==> src/rtl/pclp_pkg.sv <==
// package for the pointing command line parser
// types, character codes and helper functions shared by every rtl file
`timescale 1ns / 1ps
`default_nettype none

package pclp_pkg;

  // sizes
  localparam int unsigned LineDepth  = 32;
  localparam int unsigned QueueDepth = 2;
  localparam int unsigned ByteW      = 8;
  localparam int unsigned PosW       = 32;
  localparam int unsigned ScaleW     = 24;
  localparam int unsigned SetW       = 48;
  localparam int unsigned StepW      = 16;
  localparam int unsigned KindW      = 3;
  localparam int unsigned CfgIdxW    = 1;
  localparam int unsigned MagW       = 16;
  localparam int unsigned ValW       = 17;
  localparam int unsigned ProdW      = ValW + ScaleW + 1;

  localparam logic [MagW-1:0] MagSat = 16'h8000;
  localparam logic [MagW-1:0] PosSat = 16'h7fff;

  // character codes
  localparam logic [ByteW-1:0] CharColon = 8'h3a;
  localparam logic [ByteW-1:0] CharCr    = 8'h0d;
  localparam logic [ByteW-1:0] CharLf    = 8'h0a;
  localparam logic [ByteW-1:0] CharTab   = 8'h09;
  localparam logic [ByteW-1:0] CharVt    = 8'h0b;
  localparam logic [ByteW-1:0] CharFf    = 8'h0c;
  localparam logic [ByteW-1:0] CharSpace = 8'h20;
  localparam logic [ByteW-1:0] CharPlus  = 8'h2b;
  localparam logic [ByteW-1:0] CharMinus = 8'h2d;
  localparam logic [ByteW-1:0] CharZero  = 8'h30;
  localparam logic [ByteW-1:0] CharNine  = 8'h39;
  localparam logic [ByteW-1:0] CharZ     = 8'h5a;
  localparam logic [ByteW-1:0] CharE     = 8'h45;
  localparam logic [ByteW-1:0] CharT     = 8'h54;

  typedef enum logic [1:0] {
    CLS_DATA,
    CLS_COLON,
    CLS_CR
  } byte_class_e;

  typedef enum logic [KindW-1:0] {
    KIND_NONE    = 3'd0,
    KIND_AZ      = 3'd1,
    KIND_EL      = 3'd2,
    KIND_TOGGLE  = 3'd3,
    KIND_UNKNOWN = 3'd4
  } cmd_kind_e;

  typedef enum logic [CfgIdxW-1:0] {
    CFG_AZ_SCALE = 1'b0,
    CFG_EL_SCALE = 1'b1
  } cfg_reg_e;

  typedef enum logic [2:0] {
    ST_IDLE,
    ST_HEAD,
    ST_SCAN,
    ST_MUL,
    ST_ADD,
    ST_EMIT
  } back_state_e;

  // one queued word
  typedef struct packed {
    byte_class_e             cls;
    logic [ByteW-1:0]        rx_byte;
    logic signed [PosW-1:0]  az_pos;
    logic signed [PosW-1:0]  el_pos;
  } item_t;

  typedef struct packed {
    logic full;
    logic empty;
  } q_status_t;

  function automatic logic is_space(input logic [ByteW-1:0] c);
    logic r;
    case (c) inside
      CharSpace, CharTab, CharLf, CharVt, CharFf, CharCr: r = 1'b1;
      default:                                             r = 1'b0;
    endcase
    return r;
  endfunction

  function automatic logic is_digit(input logic [ByteW-1:0] c);
    return (c >= CharZero) && (c <= CharNine);
  endfunction

endpackage

`default_nettype wire

==> src/rtl/pclp_front.sv <==
// front end: takes input words, classifies the byte and pushes into the queue
// depends on pclp_pkg
`timescale 1ns / 1ps
`default_nettype none

module pclp_front
  import pclp_pkg::*;
(
  input  wire logic                   in_valid_i,
  input  wire logic [ByteW-1:0]       rx_byte_i,
  input  wire logic signed [PosW-1:0] azimuth_position_i,
  input  wire logic signed [PosW-1:0] elevation_position_i,
  input  wire q_status_t              q_status_i,
  output logic                        in_stall_o,
  output logic                        push_o,
  output item_t                       item_o
);

  byte_class_e cls;

  always_comb begin
    unique case (rx_byte_i)
      CharColon: cls = CLS_COLON;
      CharCr:    cls = CLS_CR;
      default:   cls = CLS_DATA;
    endcase
  end

  assign in_stall_o = q_status_i.full;
  assign push_o     = in_valid_i && !q_status_i.full;

  always_comb begin
    item_o.cls     = cls;
    item_o.rx_byte = rx_byte_i;
    item_o.az_pos  = azimuth_position_i;
    item_o.el_pos  = elevation_position_i;
  end

endmodule

`default_nettype wire

==> src/rtl/pclp_queue.sv <==
// short word queue between front and back end
// depends on pclp_pkg
`timescale 1ns / 1ps
`default_nettype none

module pclp_queue
  import pclp_pkg::*;
(
  input  wire logic  clk_i,
  input  wire logic  rst_ni,
  input  wire logic  push_i,
  input  wire item_t item_i,
  input  wire logic  pop_i,
  output item_t      item_o,
  output q_status_t  status_o
);

  localparam int unsigned QAW = (QueueDepth > 1) ? $clog2(QueueDepth) : 1;
  localparam int unsigned QCW = $clog2(QueueDepth + 1);
  localparam logic [QAW-1:0] LastSlot = QAW'(QueueDepth - 1);

  item_t          slot_q [QueueDepth];
  logic [QAW-1:0] wr_ptr_q, wr_ptr_d;
  logic [QAW-1:0] rd_ptr_q, rd_ptr_d;
  logic [QCW-1:0] count_q, count_d;

  assign status_o.full  = (count_q == QCW'(QueueDepth));
  assign status_o.empty = (count_q == '0);
  assign item_o         = slot_q[rd_ptr_q];

  always_comb begin
    wr_ptr_d = wr_ptr_q;
    rd_ptr_d = rd_ptr_q;
    count_d  = count_q;
    if (push_i) begin
      wr_ptr_d = (wr_ptr_q == LastSlot) ? '0 : wr_ptr_q + 1'b1;
    end
    if (pop_i) begin
      rd_ptr_d = (rd_ptr_q == LastSlot) ? '0 : rd_ptr_q + 1'b1;
    end
    if (push_i && !pop_i) begin
      count_d = count_q + 1'b1;
    end else if (pop_i && !push_i) begin
      count_d = count_q - 1'b1;
    end
  end

  always_ff @(posedge clk_i or negedge rst_ni) begin
    if (!rst_ni) begin
      wr_ptr_q <= '0;
      rd_ptr_q <= '0;
      count_q  <= '0;
    end else begin
      wr_ptr_q <= wr_ptr_d;
      rd_ptr_q <= rd_ptr_d;
      count_q  <= count_d;
    end
  end

  always_ff @(posedge clk_i) begin
    if (push_i) begin
      slot_q[wr_ptr_q] <= item_i;
    end
  end

endmodule

`default_nettype wire

==> src/rtl/pclp_back.sv <==
// back end: line store, line scan and argument parse, setpoint math, result register
// depends on pclp_pkg
`timescale 1ns / 1ps
`default_nettype none

module pclp_back
  import pclp_pkg::*;
#(
  parameter int unsigned LINE_DEPTH = LineDepth
) (
  input  wire logic                   clk_i,
  input  wire logic                   rst_ni,
  input  wire item_t                  q_item_i,
  input  wire q_status_t              q_status_i,
  output logic                        pop_o,
  input  wire logic [ScaleW-1:0]      az_scale_i,
  input  wire logic [ScaleW-1:0]      el_scale_i,
  output logic                        out_valid_o,
  input  wire logic                   out_stall_i,
  output logic [ByteW-1:0]            echo_byte_o,
  output logic [KindW-1:0]            command_kind_o,
  output logic signed [SetW-1:0]      azimuth_setpoint_o,
  output logic signed [SetW-1:0]      elevation_setpoint_o,
  output logic [StepW-1:0]            azimuth_step_count_o,
  output logic [StepW-1:0]            elevation_step_count_o,
  output logic                        tracking_enabled_o
);

  localparam int unsigned AW = $clog2(LINE_DEPTH);
  localparam int unsigned IW = $clog2(LINE_DEPTH + 1);
  localparam int unsigned PW = $clog2(LINE_DEPTH + 2);

  back_state_e state_q, state_d;

  // line store, no reset: only entries below the write index are used
  logic [ByteW-1:0] line_store_q [LINE_DEPTH];
  logic [ByteW-1:0] rd_data_q;
  logic [AW-1:0]    rd_addr;
  logic             mem_we;

  logic [IW-1:0]    widx_q, widx_d;
  logic [PW-1:0]    ptr_q, ptr_d;
  logic [PW-1:0]    cur_idx;
  item_t            item_q, item_d;
  logic             is_el_q, is_el_d;
  logic             neg_q, neg_d;
  logic             lead_done_q, lead_done_d;
  logic [MagW-1:0]  mag_q, mag_d;
  logic [MagW-1:0]  mag_next;
  logic [19:0]      mag_wide;
  logic signed [ProdW-1:0] prod_q, prod_d;
  logic [StepW-1:0] steps_q, steps_d;
  cmd_kind_e        kind_q, kind_d;

  logic signed [SetW-1:0] az_tgt_q, az_tgt_d;
  logic signed [SetW-1:0] el_tgt_q, el_tgt_d;
  logic [StepW-1:0]       az_steps_q, az_steps_d;
  logic [StepW-1:0]       el_steps_q, el_steps_d;
  logic                   track_q, track_d;

  logic                   out_valid_q, out_valid_d;
  logic [ByteW-1:0]       out_echo_q, out_echo_d;
  cmd_kind_e              out_kind_q, out_kind_d;
  logic signed [SetW-1:0] out_az_q, out_az_d;
  logic signed [SetW-1:0] out_el_q, out_el_d;
  logic [StepW-1:0]       out_az_steps_q, out_az_steps_d;
  logic [StepW-1:0]       out_el_steps_q, out_el_steps_d;
  logic                   out_track_q, out_track_d;

  logic pop;
  logic out_free;
  logic scan_end;
  logic scan_stop;
  logic ch_space, ch_digit, ch_sign;
  logic first_cmd;
  logic signed [ValW-1:0]   val_s;
  logic signed [ScaleW:0]   scale_s;
  logic [MagW-1:0]          mag_clip;
  logic signed [SetW-1:0]   sum48;
  logic signed [PosW-1:0]   pos_sel;

  assign pop      = (state_q == ST_IDLE) && !q_status_i.empty;
  assign pop_o    = pop;
  assign out_free = !out_valid_q || !out_stall_i;

  // scan bookkeeping: rd_data_q holds entry ptr_q - 1
  assign cur_idx   = ptr_q - 1'b1;
  assign scan_end  = (cur_idx >= PW'(widx_q));
  assign ch_space  = is_space(rd_data_q);
  assign ch_digit  = is_digit(rd_data_q);
  assign ch_sign   = (rd_data_q == CharPlus) || (rd_data_q == CharMinus);
  assign scan_stop = scan_end || (lead_done_q ? !ch_digit : !(ch_space || ch_sign || ch_digit));
  assign first_cmd = (rd_data_q == CharZ) || (rd_data_q == CharE);

  // mag * 10 + digit, saturated
  assign mag_wide = ({4'b0, mag_q} << 3) + ({4'b0, mag_q} << 1)
                  + {12'b0, rd_data_q - CharZero};
  assign mag_next = (mag_wide > {4'b0, MagSat}) ? MagSat : mag_wide[MagW-1:0];

  always_comb begin
    unique case (state_q)
      ST_SCAN: rd_addr = (ptr_q < PW'(LINE_DEPTH)) ? ptr_q[AW-1:0] : '0;
      ST_HEAD: rd_addr = AW'(1);
      default: rd_addr = '0;
    endcase
  end

  always_ff @(posedge clk_i) begin
    if (mem_we) begin
      line_store_q[widx_q[AW-1:0]] <= q_item_i.rx_byte;
    end
    rd_data_q <= line_store_q[rd_addr];
  end

  // setpoint operands
  assign mag_clip = (mag_q > PosSat) ? PosSat : mag_q;
  assign val_s    = neg_q ? -$signed({1'b0, mag_q}) : $signed({1'b0, mag_clip});
  assign scale_s  = $signed({1'b0, (is_el_q ? el_scale_i : az_scale_i)});
  assign pos_sel  = is_el_q ? item_q.el_pos : item_q.az_pos;
  assign sum48    = SetW'({{(SetW - ProdW){prod_q[ProdW-1]}}, prod_q})
                  + SetW'({{(SetW - PosW){pos_sel[PosW-1]}}, pos_sel});

  // next state
  always_comb begin
    state_d = state_q;
    unique case (state_q)
      ST_IDLE: begin
        if (pop) begin
          if (q_item_i.cls == CLS_CR && widx_q != '0) begin
            state_d = ST_HEAD;
          end else begin
            state_d = ST_EMIT;
          end
        end
      end
      ST_HEAD: state_d = first_cmd ? ST_SCAN : ST_EMIT;
      ST_SCAN: begin
        if (scan_stop) begin
          state_d = ST_MUL;
        end
      end
      ST_MUL:  state_d = ST_ADD;
      ST_ADD:  state_d = ST_EMIT;
      ST_EMIT: begin
        if (out_free) begin
          state_d = ST_IDLE;
        end
      end
      default: state_d = ST_IDLE;
    endcase
  end

  // datapath and outputs
  always_comb begin
    mem_we         = 1'b0;
    widx_d         = widx_q;
    ptr_d          = ptr_q;
    item_d         = item_q;
    is_el_d        = is_el_q;
    neg_d          = neg_q;
    lead_done_d    = lead_done_q;
    mag_d          = mag_q;
    prod_d         = prod_q;
    steps_d        = steps_q;
    kind_d         = kind_q;
    az_tgt_d       = az_tgt_q;
    el_tgt_d       = el_tgt_q;
    az_steps_d     = az_steps_q;
    el_steps_d     = el_steps_q;
    track_d        = track_q;
    out_valid_d    = out_valid_q && out_stall_i;
    out_echo_d     = out_echo_q;
    out_kind_d     = out_kind_q;
    out_az_d       = out_az_q;
    out_el_d       = out_el_q;
    out_az_steps_d = out_az_steps_q;
    out_el_steps_d = out_el_steps_q;
    out_track_d    = out_track_q;

    unique case (state_q)
      ST_IDLE: begin
        if (pop) begin
          item_d = q_item_i;
          kind_d = KIND_NONE;
          unique case (q_item_i.cls)
            CLS_COLON: widx_d = '0;
            CLS_CR: begin
              if (widx_q == '0) begin
                kind_d = KIND_UNKNOWN;
              end
            end
            default: begin
              if (widx_q < IW'(LINE_DEPTH)) begin
                mem_we = 1'b1;
                widx_d = widx_q + 1'b1;
              end
            end
          endcase
        end
      end
      ST_HEAD: begin
        ptr_d       = PW'(2);
        neg_d       = 1'b0;
        lead_done_d = 1'b0;
        mag_d       = '0;
        unique case (rd_data_q)
          CharZ: is_el_d = 1'b0;
          CharE: is_el_d = 1'b1;
          CharT: begin
            track_d = !track_q;
            kind_d  = KIND_TOGGLE;
          end
          default: kind_d = KIND_UNKNOWN;
        endcase
      end
      ST_SCAN: begin
        ptr_d = ptr_q + 1'b1;
        if (!scan_end) begin
          if (lead_done_q) begin
            if (ch_digit) begin
              mag_d = mag_next;
            end
          end else if (ch_sign) begin
            neg_d       = (rd_data_q == CharMinus);
            lead_done_d = 1'b1;
          end else if (ch_digit) begin
            mag_d       = mag_next;
            lead_done_d = 1'b1;
          end
        end
      end
      ST_MUL: begin
        prod_d  = ProdW'(val_s * scale_s);
        steps_d = neg_q ? mag_q : mag_clip;
      end
      ST_ADD: begin
        if (is_el_q) begin
          el_tgt_d   = sum48;
          el_steps_d = steps_q;
          kind_d     = KIND_EL;
        end else begin
          az_tgt_d   = sum48;
          az_steps_d = steps_q;
          kind_d     = KIND_AZ;
        end
      end
      ST_EMIT: begin
        if (out_free) begin
          out_valid_d    = 1'b1;
          out_echo_d     = item_q.rx_byte;
          out_kind_d     = kind_q;
          out_az_d       = az_tgt_q;
          out_el_d       = el_tgt_q;
          out_az_steps_d = az_steps_q;
          out_el_steps_d = el_steps_q;
          out_track_d    = track_q;
        end
      end
      default: ;
    endcase
  end

  always_ff @(posedge clk_i or negedge rst_ni) begin
    if (!rst_ni) begin
      state_q     <= ST_IDLE;
      widx_q      <= '0;
      az_tgt_q    <= '0;
      el_tgt_q    <= '0;
      az_steps_q  <= '0;
      el_steps_q  <= '0;
      track_q     <= 1'b0;
      out_valid_q <= 1'b0;
    end else begin
      state_q     <= state_d;
      widx_q      <= widx_d;
      az_tgt_q    <= az_tgt_d;
      el_tgt_q    <= el_tgt_d;
      az_steps_q  <= az_steps_d;
      el_steps_q  <= el_steps_d;
      track_q     <= track_d;
      out_valid_q <= out_valid_d;
    end
  end

  always_ff @(posedge clk_i) begin
    ptr_q          <= ptr_d;
    item_q         <= item_d;
    is_el_q        <= is_el_d;
    neg_q          <= neg_d;
    lead_done_q    <= lead_done_d;
    mag_q          <= mag_d;
    prod_q         <= prod_d;
    steps_q        <= steps_d;
    kind_q         <= kind_d;
    out_echo_q     <= out_echo_d;
    out_kind_q     <= out_kind_d;
    out_az_q       <= out_az_d;
    out_el_q       <= out_el_d;
    out_az_steps_q <= out_az_steps_d;
    out_el_steps_q <= out_el_steps_d;
    out_track_q    <= out_track_d;
  end

  assign out_valid_o            = out_valid_q;
  assign echo_byte_o            = out_echo_q;
  assign command_kind_o         = out_kind_q;
  assign azimuth_setpoint_o     = out_az_q;
  assign elevation_setpoint_o   = out_el_q;
  assign azimuth_step_count_o   = out_az_steps_q;
  assign elevation_step_count_o = out_el_steps_q;
  assign tracking_enabled_o     = out_track_q;

endmodule

`default_nettype wire

==> src/rtl/pointing_command_line_parser_core.sv <==
// top level of the pointing command line parser: scale registers, front end,
// word queue and back end; depends on pclp_pkg, pclp_front, pclp_queue, pclp_back
//
//   channel | direction | handshake                | payload
//   --------+-----------+--------------------------+---------------------------------------
//   in      | in        | in_valid_i / in_stall_o  | rx byte, azimuth and elevation position
//   out     | out       | out_valid_o / out_stall_i| echo, kind, setpoints, step counts, flag
//   cfg     | in        | cfg_valid_i / cfg_ready_o| register index, 24 bit scale
//
// timing: a byte that is not a carriage return passes the back end through queue pop
//   and result load; a line end with a Z or E command also passes the head read, the
//   parse scan over the stored bytes (at most LINE_DEPTH) on the one-read-per-cycle
//   line store, and the multiply and add steps; other line ends skip the scan and math
// reset: rst_ni clears control state, targets, step counts and the flag
// stalls: the two-word queue lets the input keep flowing while a result
//   waits on out_stall_i; in_stall_o rises only when the queue is full
`timescale 1ns / 1ps
`default_nettype none

module pointing_command_line_parser_core
  import pclp_pkg::*;
#(
  parameter int unsigned LINE_DEPTH = LineDepth
) (
  input  wire logic                   clk_i,
  input  wire logic                   rst_ni,
  // input words
  input  wire logic                   in_valid_i,
  output logic                        in_stall_o,
  input  wire logic [ByteW-1:0]       rx_byte_i,
  input  wire logic signed [PosW-1:0] azimuth_position_i,
  input  wire logic signed [PosW-1:0] elevation_position_i,
  // result words
  output logic                        out_valid_o,
  input  wire logic                   out_stall_i,
  output logic [ByteW-1:0]            echo_byte_o,
  output logic [KindW-1:0]            command_kind_o,
  output logic signed [SetW-1:0]      azimuth_setpoint_o,
  output logic signed [SetW-1:0]      elevation_setpoint_o,
  output logic [StepW-1:0]            azimuth_step_count_o,
  output logic [StepW-1:0]            elevation_step_count_o,
  output logic                        tracking_enabled_o,
  // configuration writes
  input  wire logic                   cfg_valid_i,
  output logic                        cfg_ready_o,
  input  wire logic [CfgIdxW-1:0]     cfg_index_i,
  input  wire logic [ScaleW-1:0]      cfg_data_i
);

  // scale registers, Q8.16 unsigned
  logic [ScaleW-1:0] az_scale_q, az_scale_d;
  logic [ScaleW-1:0] el_scale_q, el_scale_d;

  // front to queue
  logic      q_push;
  item_t     q_in_item;
  // queue to back
  logic      q_pop;
  item_t     q_out_item;
  q_status_t q_status;

  // the user must write config only while the block is idle; the block does not enforce it, so always ready
  assign cfg_ready_o = 1'b1;

  always_comb begin
    az_scale_d = az_scale_q;
    el_scale_d = el_scale_q;
    if (cfg_valid_i && cfg_ready_o) begin
      unique case (cfg_reg_e'(cfg_index_i))
        CFG_AZ_SCALE: az_scale_d = cfg_data_i;
        CFG_EL_SCALE: el_scale_d = cfg_data_i;
        default: ;
      endcase
    end
  end

  always_ff @(posedge clk_i or negedge rst_ni) begin
    if (!rst_ni) begin
      az_scale_q <= '0;
      el_scale_q <= '0;
    end else begin
      az_scale_q <= az_scale_d;
      el_scale_q <= el_scale_d;
    end
  end

  // classify and enqueue
  pclp_front u_front (
    .in_valid_i           (in_valid_i),
    .rx_byte_i            (rx_byte_i),
    .azimuth_position_i   (azimuth_position_i),
    .elevation_position_i (elevation_position_i),
    .q_status_i           (q_status),
    .in_stall_o           (in_stall_o),
    .push_o               (q_push),
    .item_o               (q_in_item)
  );

  // decoupling queue
  pclp_queue u_queue (
    .clk_i    (clk_i),
    .rst_ni   (rst_ni),
    .push_i   (q_push),
    .item_i   (q_in_item),
    .pop_i    (q_pop),
    .item_o   (q_out_item),
    .status_o (q_status)
  );

  // line store, parse and setpoint math
  pclp_back #(
    .LINE_DEPTH (LINE_DEPTH)
  ) u_back (
    .clk_i                  (clk_i),
    .rst_ni                 (rst_ni),
    .q_item_i               (q_out_item),
    .q_status_i             (q_status),
    .pop_o                  (q_pop),
    .az_scale_i             (az_scale_q),
    .el_scale_i             (el_scale_q),
    .out_valid_o            (out_valid_o),
    .out_stall_i            (out_stall_i),
    .echo_byte_o            (echo_byte_o),
    .command_kind_o         (command_kind_o),
    .azimuth_setpoint_o     (azimuth_setpoint_o),
    .elevation_setpoint_o   (elevation_setpoint_o),
    .azimuth_step_count_o   (azimuth_step_count_o),
    .elevation_step_count_o (elevation_step_count_o),
    .tracking_enabled_o     (tracking_enabled_o)
  );

  // queue never takes a word while full and never gives one while empty
  assert property (@(posedge clk_i) disable iff (!rst_ni)
    (q_push |-> !q_status.full) and (q_pop |-> !q_status.empty))
    else $error("queue overflow or underflow");

  // only a carriage return can carry a command kind
  assert property (@(posedge clk_i) disable iff (!rst_ni)
    (out_valid_o && (echo_byte_o != CharCr)) |-> (command_kind_o == KIND_NONE))
    else $error("command kind on a byte that is not a line end");

  // step counts never exceed the saturated magnitude
  assert property (@(posedge clk_i) disable iff (!rst_ni)
    out_valid_o |-> ((azimuth_step_count_o <= MagSat) && (elevation_step_count_o <= MagSat)))
    else $error("step count above saturation");

endmodule

`default_nettype wire

==> config.mk <==
export PLATFORM = sky130hd
export DESIGN_NAME = pointing_command_line_parser_core
export DESIGN_NICKNAME = d
export VERILOG_FILES = /design/src/rtl/pclp_pkg.sv /design/src/rtl/pclp_front.sv /design/src/rtl/pclp_queue.sv /design/src/rtl/pclp_back.sv /design/src/rtl/pointing_command_line_parser_core.sv
export SDC_FILE = /design/constraint.sdc
export NUM_CORES = 2
export LEC_CHECK = 0
export BUFFER_PORTS_ARGS = -buffer_cell sky130_fd_sc_hd__buf_2
export CAP_MARGIN = 20
export CELL_PAD_IN_SITES_DETAIL_PLACEMENT = 1
export CELL_PAD_IN_SITES_GLOBAL_PLACEMENT = 1
export CORE_MARGIN = 1.5
export CORE_UTILIZATION = 57
export CTS_BUF_LIST = sky130_fd_sc_hd__clkbuf_8
export DETAILED_ROUTE_END_ITERATION = 10
export PLACE_DENSITY = 0.93
export SYNTH_ARGS = -nofsm -noshare
export SYNTH_HDL_FRONTEND = slang
export SYNTH_SLANG_ARGS = --single-unit
==> constraint.sdc <==
create_clock -name clk_i -period 18.3 [get_ports clk_i]
set_clock_uncertainty 0.1 [all_clocks]
set_input_delay 1.83 -clock clk_i [delete_from_list [all_inputs] [get_ports clk_i]]
set_output_delay 1.83 -clock clk_i [all_outputs]
set_load 0.02 [all_outputs]
==> out/metrics.csv <==
metric,value,unit
status,completed,
r2r-end,u_back.prod_q[33],
via_per_inst,6.45,
ctsHoldBuffers,0,
hold_violations,0,
wire_per_inst,29.7,um
final_nets,5019,
preCtsSetupSlack,9340,ps
cp_top_family,adder cells,
die_y,299,um
root_buffer,clkbuf_8,
clk_pin_slew,70,ps
critical_path_class,flip-flop to flip-flop,
end_kind,flip-flop,
drtIter0Drc,3983,
setup-tns-final,0,ps
setup.worst_path.end,u_back.prod_q[33],
coreArea,86900,sq um
synth_top_flop_cell,edfxtp_1,
syn-cell-area,50100,sq um
multiInputGateArea,22400,sq um
min_period_over_period,51.7,%
crit_fanout,14,
critPathArrivalTime,9880,ps
wl,167000,um
globalplace.congestion,0.926,
num-fill-cells,8581,
post-cts-setup-buffers,0,
fin_area,55300,sq um
maxSlewViolCount,0,
vias,36200,
yosysTopAreaCell,edfxtp_1,
worst_slack,8830,ps
postSynthCellCount,4065,
dp.cells,5354,
yosysMostFrequentCell,edfxtp_1,
cap_violations,0,
io_buffers,243,
h-tree-depth,4,
insertion_delay,850,ps
rrSetupSlack,8830,ps
ys_types,83,
setup.worst_path.start,u_back.mag_q[2],
cts_buffers,142,
min_path_cells,0,
yosysSeqAreaShare,50.8,%
worst-path-stages,25,
die_w,299,um
cp-start-kind,flip-flop,
synth_edf_count,692,
grt_pass1_vias,40100,
grt_max_degree,118,
ys_ff_latch,881,
instances_no_fill,5622,
grt_pass1_wl,252000,um
clock-sinks,881,
fp.dieArea,89700,sq um
cts_tree,yes,
antenna_found_initial,10,
slew_headroom,19.3,%
antenna_left,0,
crit_slowest_cell,a2111oi_1,
max-clock-path-buffers,3,
placementRows,108,
start_util,57.7,%
grt_use_total,37.9,%
ys_top_cells_by_count,"edfxtp_1, nand2_1, inv_1",
rr_worst_depth,25,
regArea,25500,sq um
hpwl,112000,um
rsz0062_at_grt,false,
r2r-start,u_back.mag_q[2],
yosysTopAreaCellShare,41.5,%
crit_top_cell,fa_1,
yosys_warnings,0,
fmax,0.106,GHz
setup_violations,0,
drt_first_pass_iters,8,
placed_cell_area,52600,sq um
ios,245,
drive_gt1_share,17.4,%
synthArstFlopShare,20.5,%
globalRouteOverflowTotal,0,
worstMarginPinSlew,1210,ps
crit_buf_inv,2,
drc,0,
cts.repair.resized,0,
cp.required,18710,ps
min_path_type,flip-flop to flip-flop,
cp_slowest_stage_delay,630,ps
syn_avg_cell_area,12.3,sq um
syn2layout_area_growth,10.4,%
synth_nets,4734,
min_period,9470,ps
yosys-top-cells-area,"edfxtp_1, fa_1, dfrtp_1, ha_1, nand2_1",
==> per-layer routing <==
metal  wire length [um]  vias up  global-route usage, %
met3              15500      783                   9.08
met2              82100     2470                   63.1
met4              12500        8                   25.3
met5                 50        -                      0
li1                   -    14600                      -
met1              56700    18400                   43.8
==> cells in the final DEF (no fill, tap or decap), types with 64 or more instances in the layout <==
master    count
fa_1        336
mux4_2       64
buf_2       242
ha_1        231
nand2_1     544
a21oi_1     103
inv_1       474
dfrtp_1     180
nor2_1      337
clkbuf_8    154
edfxtp_1    692
nand3_1      85
mux2_2      173
o21ai_0     151
==> per-stage QoR <==
stage | util [%] | hold WS (ps)
after floorplan | - | 300
after global placement | 60.5 | 302
after CTS | 63.6 | 329
after detailed placement | 60.5 | 306
after global routing | 63.7 | 341
final | 63.7 | 333
==> worst reg2reg max path: stages (launching register included) <==
cell and delay (ps):
edfxtp_1 570, nor2_1 280, nand3_1 220, or3_1 460, or3_1 410, nor3_1 270
xnor2_1 190, nand2_1 490, nor2_1 350, fa_1 470, inv_1 90, fa_1 440
fa_1 540, fa_1 450, fa_1 500, fa_1 510, inv_1 50, ha_1 380
nand4_1 170, or2_2 350, a2111oi_1 630, nor2_1 180, a31oi_1 300, a21oi_1 160
o21ai_0 360, o311ai_0 220
==> sequential cells by signal, indices dropped and copies added (netlist names), 16 cells and up <==
signal,count
u_back.mag_q,16
u_back.elevation_setpoint_o,43
u_back.item_q,72
az_scale_q,24
u_back.el_tgt_q,43
u_back.line_store_q,256
u_back.el_steps_q,16
u_back.az_tgt_q,43
u_back.elevation_step_count_o,16
u_back.azimuth_step_count_o,16
u_back.steps_q,16
u_queue.slot_q,148
u_back.prod_q,42
el_scale_q,24
u_back.az_steps_q,16
u_back.azimuth_setpoint_o,43
==> worst min-delay path by stage <==
stage	from	slack, ps	to
floorplan	u_back.kind_q[0]	300	u_back.command_kind_o[0]
global placement	u_back.item_q[70]	300	u_back.echo_byte_o[6]
detailed placement	u_back.item_q[65]	310	u_back.echo_byte_o[1]
CTS	u_back.az_tgt_q[2]	330	u_back.azimuth_setpoint_o[2]
global route	u_back.kind_q[0]	340	u_back.command_kind_o[0]
finish	u_back.item_q[71]	330	u_back.echo_byte_o[7]
==> cells by family (layout without fill, tap and decap cells) <==
group	after synthesis	in the layout	share of synthesized area, %
simple gates	1173	1173	10.1
flops	881	881	50.8
buf+inv	599	995	4.67
fa+ha+maj	567	567	19.2
compound gates	477	477	6.05
mux	270	270	7.43
xor+xnor	97	97	1.70
other cells	1	7	0.00749
==> layout make-up <==
| class | count | area share (%) |
|---|---|---|
| clock buffer | 153 | 3.81 |
| tap | 1155 | 2.61 |
| sequential | 881 | 46.0 |
| inverter | 440 | 2.98 |
| antenna | 6 | 0.0271 |
| clock inverter | 102 | 1.02 |
| multi-input combinational | 2585 | 40.5 |
| timing repair buffer | 300 | 3.01 |
Power is left out: the tool's default activity adds up to more than one toggle a clock period on the data nets, which glitch-free logic cannot reach.
